**config.mk**
```make
export PLATFORM = sky130hd
export DESIGN_NAME = w3f_calc
export DESIGN_NICKNAME = d
export VERILOG_FILES = /design/src/hw/rtl/w3f_pkg.sv /design/src/hw/rtl/w3f_calc.sv
export SDC_FILE = /design/constraint.sdc
export NUM_CORES = 2
export LEC_CHECK = 0
export CAP_MARGIN = 20
export CORE_MARGIN = 3
export CORE_UTILIZATION = 30
export DETAILED_ROUTE_END_ITERATION = 10
export DONT_BUFFER_PORTS = 1
export RECOVER_POWER = 25
export SYNTH_ARGS = -nofsm -noshare
export SYNTH_HDL_FRONTEND = slang
export SYNTH_SLANG_ARGS = --single-unit
export TNS_END_PERCENT = 30
```
**constraint.sdc**
```tcl
create_clock -name vclk -period 21.5
set_clock_uncertainty 0.15 [all_clocks]
set_input_delay 0 -clock vclk [all_inputs]
set_output_delay 0 -clock vclk [all_outputs]
set_load 0.005 [all_outputs]
```
**src/hw/rtl/w3f_pkg.sv**
```systemverilog
// ----------------------------------------------------------------------------
// w3f_pkg: shared types and constants of the 3x3 window filter
// Pixel and border-flag types, mode and register codes, reset values.
// ----------------------------------------------------------------------------
package w3f_pkg;

  localparam int DEF_MAX_WIDTH = 1024;

  localparam int RAW_WID_W = 11;
  localparam int HGT_W     = 16;
  localparam int ROW_W     = 17;
  localparam int MODE_W    = 3;
  localparam int CFG_IDX_W = 2;
  localparam int CFG_DAT_W = 16;

  localparam logic [MODE_W-1:0] MODE_MEAN   = 3'd0;
  localparam logic [MODE_W-1:0] MODE_LAPL   = 3'd1;
  localparam logic [MODE_W-1:0] MODE_MIN    = 3'd2;
  localparam logic [MODE_W-1:0] MODE_MAX    = 3'd3;
  localparam logic [MODE_W-1:0] MODE_MEDIAN = 3'd4;

  localparam logic [CFG_IDX_W-1:0] REG_MODE   = 2'd0;
  localparam logic [CFG_IDX_W-1:0] REG_WIDTH  = 2'd1;
  localparam logic [CFG_IDX_W-1:0] REG_HEIGHT = 2'd2;

  localparam logic [MODE_W-1:0]    RST_MODE   = MODE_MEAN;
  localparam logic [RAW_WID_W-1:0] RST_WIDTH  = 11'd640;
  localparam logic [HGT_W-1:0]     RST_HEIGHT = 16'd480;

  typedef struct packed {
    logic [7:0] r;
    logic [7:0] g;
    logic [7:0] b;
  } pix_t;

  typedef struct packed {
    logic top;
    logic bottom;
    logic left;
    logic right;
  } border_t;

endpackage

```
**src/hw/rtl/w3f_calc.sv**
```systemverilog
// ----------------------------------------------------------------------------
// w3f_calc: 3x3 neighbourhood arithmetic
// Mean, laplacian, min, max and median of one window, border handling.
// ----------------------------------------------------------------------------
module w3f_calc import w3f_pkg::*; (
  input  pix_t              win [9],
  input  border_t           brd,
  input  logic [MODE_W-1:0] mode,
  output pix_t              res
);

  function automatic logic [7:0] div9(input logic [11:0] s);
    logic [23:0] p;
    p = s * 12'd3641;
    return p[22:15];
  endfunction

  function automatic logic [7:0] clip(input logic [7:0] c, input logic [11:0] s);
    logic signed [13:0] d;
    d = $signed({3'b000, c, 3'b000} + {6'b0, c}) - $signed({2'b00, s});
    if (d < 0) return 8'd0;
    if (d > 14'sd255) return 8'd255;
    return d[7:0];
  endfunction

  logic [11:0] sr, sg, sb;
  logic [7:0]  mn, mx, md;
  logic        inner;
  logic [3:0]  rank [9];
  logic        use_min [9];
  pix_t        ctr;

  always_comb begin
    ctr = win[4];
    inner = brd.top & brd.bottom & brd.left & brd.right;
    sr = '0;
    sg = '0;
    sb = '0;
    mx = '0;
    mn = ctr.r;
    md = '0;
    for (int i = 0; i < 9; i++) begin
      sr = sr + 12'(win[i].r);
      sg = sg + 12'(win[i].g);
      sb = sb + 12'(win[i].b);
      if (win[i].r > mx) mx = win[i].r;
      use_min[i] = !((i < 3 && !brd.top) || (i > 5 && !brd.bottom) ||
                     (i % 3 == 0 && !brd.left) || (i % 3 == 2 && !brd.right));
      if (use_min[i] && win[i].r < mn) mn = win[i].r;
      rank[i] = '0;
      for (int j = 0; j < 9; j++) begin
        if (win[j].r < win[i].r || (win[j].r == win[i].r && j < i))
          rank[i] = rank[i] + 4'd1;
      end
    end
    for (int i = 0; i < 9; i++) begin
      if (rank[i] == 4'd4) md = win[i].r;
    end

    res = ctr;
    case (mode)
      MODE_MIN:    res = '{mn, mn, mn};
      MODE_MEAN:   if (inner) res = '{div9(sr), div9(sg), div9(sb)};
      MODE_LAPL:   if (inner) res = '{clip(ctr.r, sr), clip(ctr.g, sg), clip(ctr.b, sb)};
      MODE_MAX:    if (inner) res = '{mx, mx, mx};
      MODE_MEDIAN: if (inner) res = '{md, md, md};
      default:     res = ctr;
    endcase
  end

endmodule

```
==> flow_summary.rst <==
.. list-table::
   :header-rows: 1

   * - Metric
     - Value
   * - Data required time at the worst endpoint
     - ~21 ns
   * - Clk_buf instances
     - 0
   * - Seq Cell Count
     - 0
   * - Most used cells in the layout excluding fill and tap cells
     - 744 x ha_1, 474 x inv_1, 270 x fa_1
   * - Average cell area after synthesis
     - 8.55 sq um
   * - Seq/Total Area, Yosys
     - 0
   * - Starting Density
     - 0.306
   * - Height of the die
     - 316 microns
   * - Stage delay of the slowest cell on the critical path
     - between 0.9 and 1 ns
   * - Classification of the worst-slack hold path
     - input pin to output pin
   * - Transition time of the tightest slew-check pin
     - approximately 1.2 ns
   * - Count of pins on the block boundary
     - 247
   * - Via density per instance
     - approximately 5.5
   * - Routed WL per cell
     - approximately 23 microns
   * - Number of global-route vias before repair
     - between 20000 and 30000
   * - RSZ-0062 raised after global routing
     - false
   * - Crit. End Element
     - output pin
   * - Gr ovfl total
     - 0
   * - # setup viols final
     - 0
   * - Global-route wire length before repair
     - 155 mm
   * - Estimated wirelength of the detail-placed design
     - 87.1 mm
   * - Via count of the routed design
     - 25400
   * - Highest attainable clock frequency
     - between 50 and 60 MHz
   * - Area share of the largest cell type after synthesis
     - 0.323
   * - Number of pins exceeding their max-slew limit in the final report
     - 0
   * - Hold-fix buffer count after cts
     - 0
   * - Remaining design rule violation count
     - 0
   * - Gr usage total
     - 0.204
   * - Setup tns final
     - 0 ns
   * - Final Hold Vio Count
     - 0
   * - Share of the core filled with cells in the final layout
     - 0.322
   * - Post-CTS Resized
     - 0
   * - Cell seen most often among critical-path stages
     - ha_1
   * - Worst setup slack after placement
     - 3.01 ns
   * - Total of fill cells in the finished design
     - between 9000 and 10000
   * - Highest net fanout along the worst path
     - 16
   * - Final WL
     - 104 mm
   * - Number of antenna violations at the first check in global routing
     - 2
   * - Synth warn
     - 0
   * - Proportion of layout cells with a drive suffix above 1
     - 0.0349
   * - Library cell contributing the largest single delay on the critical path
     - a31oi_1
   * - Layout overhead on the synthesized area
     - 5.51%
   * - 1st-iter DRT viols
     - 1996
   * - GP Congestion
     - slightly above 0.9
   * - Crit path launch type
     - input pin
   * - Kind of critical path
     - input pin to output pin
   * - Total die area
     - 0.0997 sq mm
   * - Most area-consuming cells after synthesis
     - ha_1 32%, fa_1 19%, inv_1 6.2%
   * - Status
     - finished clean
   * - Number of post-CTS setup repair buffers
     - 0
   * - Most frequent standard cell in the layout excluding fill and tap cells
     - ha_1
   * - Port Buffers
     - 0
   * - Synthesized instance count
     - about 3400
   * - Dominant cell type by area after synthesis
     - ha_1
   * - Tightest slew margin relative to the limit
     - 0.196
   * - First-pass iteration count of the detailed router
     - 9
   * - Number of core rows
     - between 100 and 150
   * - CP arrival
     - 19.14 ns
   * - Final-stage net count
     - ~4600
   * - Post-route cell area
     - 0.0304 sq mm
   * - Number of nets with antenna violations after routing
     - 0
   * - Syn_nets
     - around 4600
   * - Max-cap check violation count
     - 0
   * - Maximum number of pins on one net before global-route repair
     - 29
   * - Ratio of final minimum period to clock period
     - 0.897
   * - Post-layout worst setup margin
     - 2.21 ns
   * - Count of unique library cells instantiated by Yosys
     - 97
   * - Post-synthesis instance area
     - ~0.029 sq mm
   * - Register area
     - 0 sq um
   * - Die Width
     - approximately 320 microns
   * - Core area
     - 0.0942 sq mm
   * - Post-layout min period
     - 19.29 ns
   * - Area after DPL
     - between 0.03 and 0.04 sq mm
==> path summary, 6_finish.rpt <==
path	startpoint	endpoint	cells past startpoint	slack (ns)
worst max-delay path	win[113]	res[10]	85	2.21
worst min-delay path	win[108]	res[12]	1	0.008
==> layout make-up <==
cell class	count	area, sq um	area share
Tap cell	1254	1570	0.0517
Timing Repair Buffer	27	210	0.00692
Multi-Input combinational cell	2845	26800	0.882
Antenna cell	1	2.50	0.0000824
Inverter	477	1790	0.0590
==> metal layers <==
metal,GRT usage,vias up,wire length (microns)
met5,0,-,0
met4,0.0539,0,3320
met3,0.0393,173,9310
met2,0.330,1010,45900
met1,0.278,12300,45500
li1,-,11900,-
==> synthesized netlist by cell type (10+ instances only) <==
cell type,number
ha_1,744
inv_1,474
fa_1,270
a21oi_1,233
nor2_1,172
o21ai_0,157
nand2_1,124
xnor2_1,104
a21o_1,102
nand3_1,84
o21a_1,78
nor2b_1,72
mux2i_1,64
nand2b_1,49
nand4_1,46
and3_1,45
o21bai_1,43
xor2_1,42
clkbuf_1,34
mux2_2,32
nor3_1,27
o22ai_1,25
and2_1,23
o31ai_1,19
o32a_1,17
xnor3_1,16
or3_1,15
a31oi_1,14
or2_2,12
a211o_1,11
o211ai_1,11
o21ai_1,10
==> through the flow <==
stage / cells / hold slack, ns
final: 4604 / 0.00769
after detailed placement: 4602 / 0.0130
after CTS: 4602 / 0.0130
after floorplan: 3368 / -0.0372
after global routing: 4603 / 0.0164
after global placement: 4602 / 0.00537
==> cell families (layout without fill, tap and decap cells) <==
group                      count (synthesis)  count (layout)  synth area share
other                                      0               1                 0
buffers and inverters                    523             504            0.0689
adders and majority gates               1017            1017             0.512
xor gates and xnor gates                 163             163            0.0578
and+or+nand+nor                          716             716             0.128
AOI/OAI and AO/OA                        848             848             0.195
muxes                                    101             101            0.0374
==> worst max-delay path: cells and delay by family <==
kind	cells	cell delay, ns
compound gates	37	9.58
fa+ha+maj	9	2.67
buf+inv	9	1.19
mux	5	1.61
simple gates	25	4.05
Power is left out: the tool's default activity adds up to more than one toggle a clock period on the data nets, which glitch-free logic cannot reach.
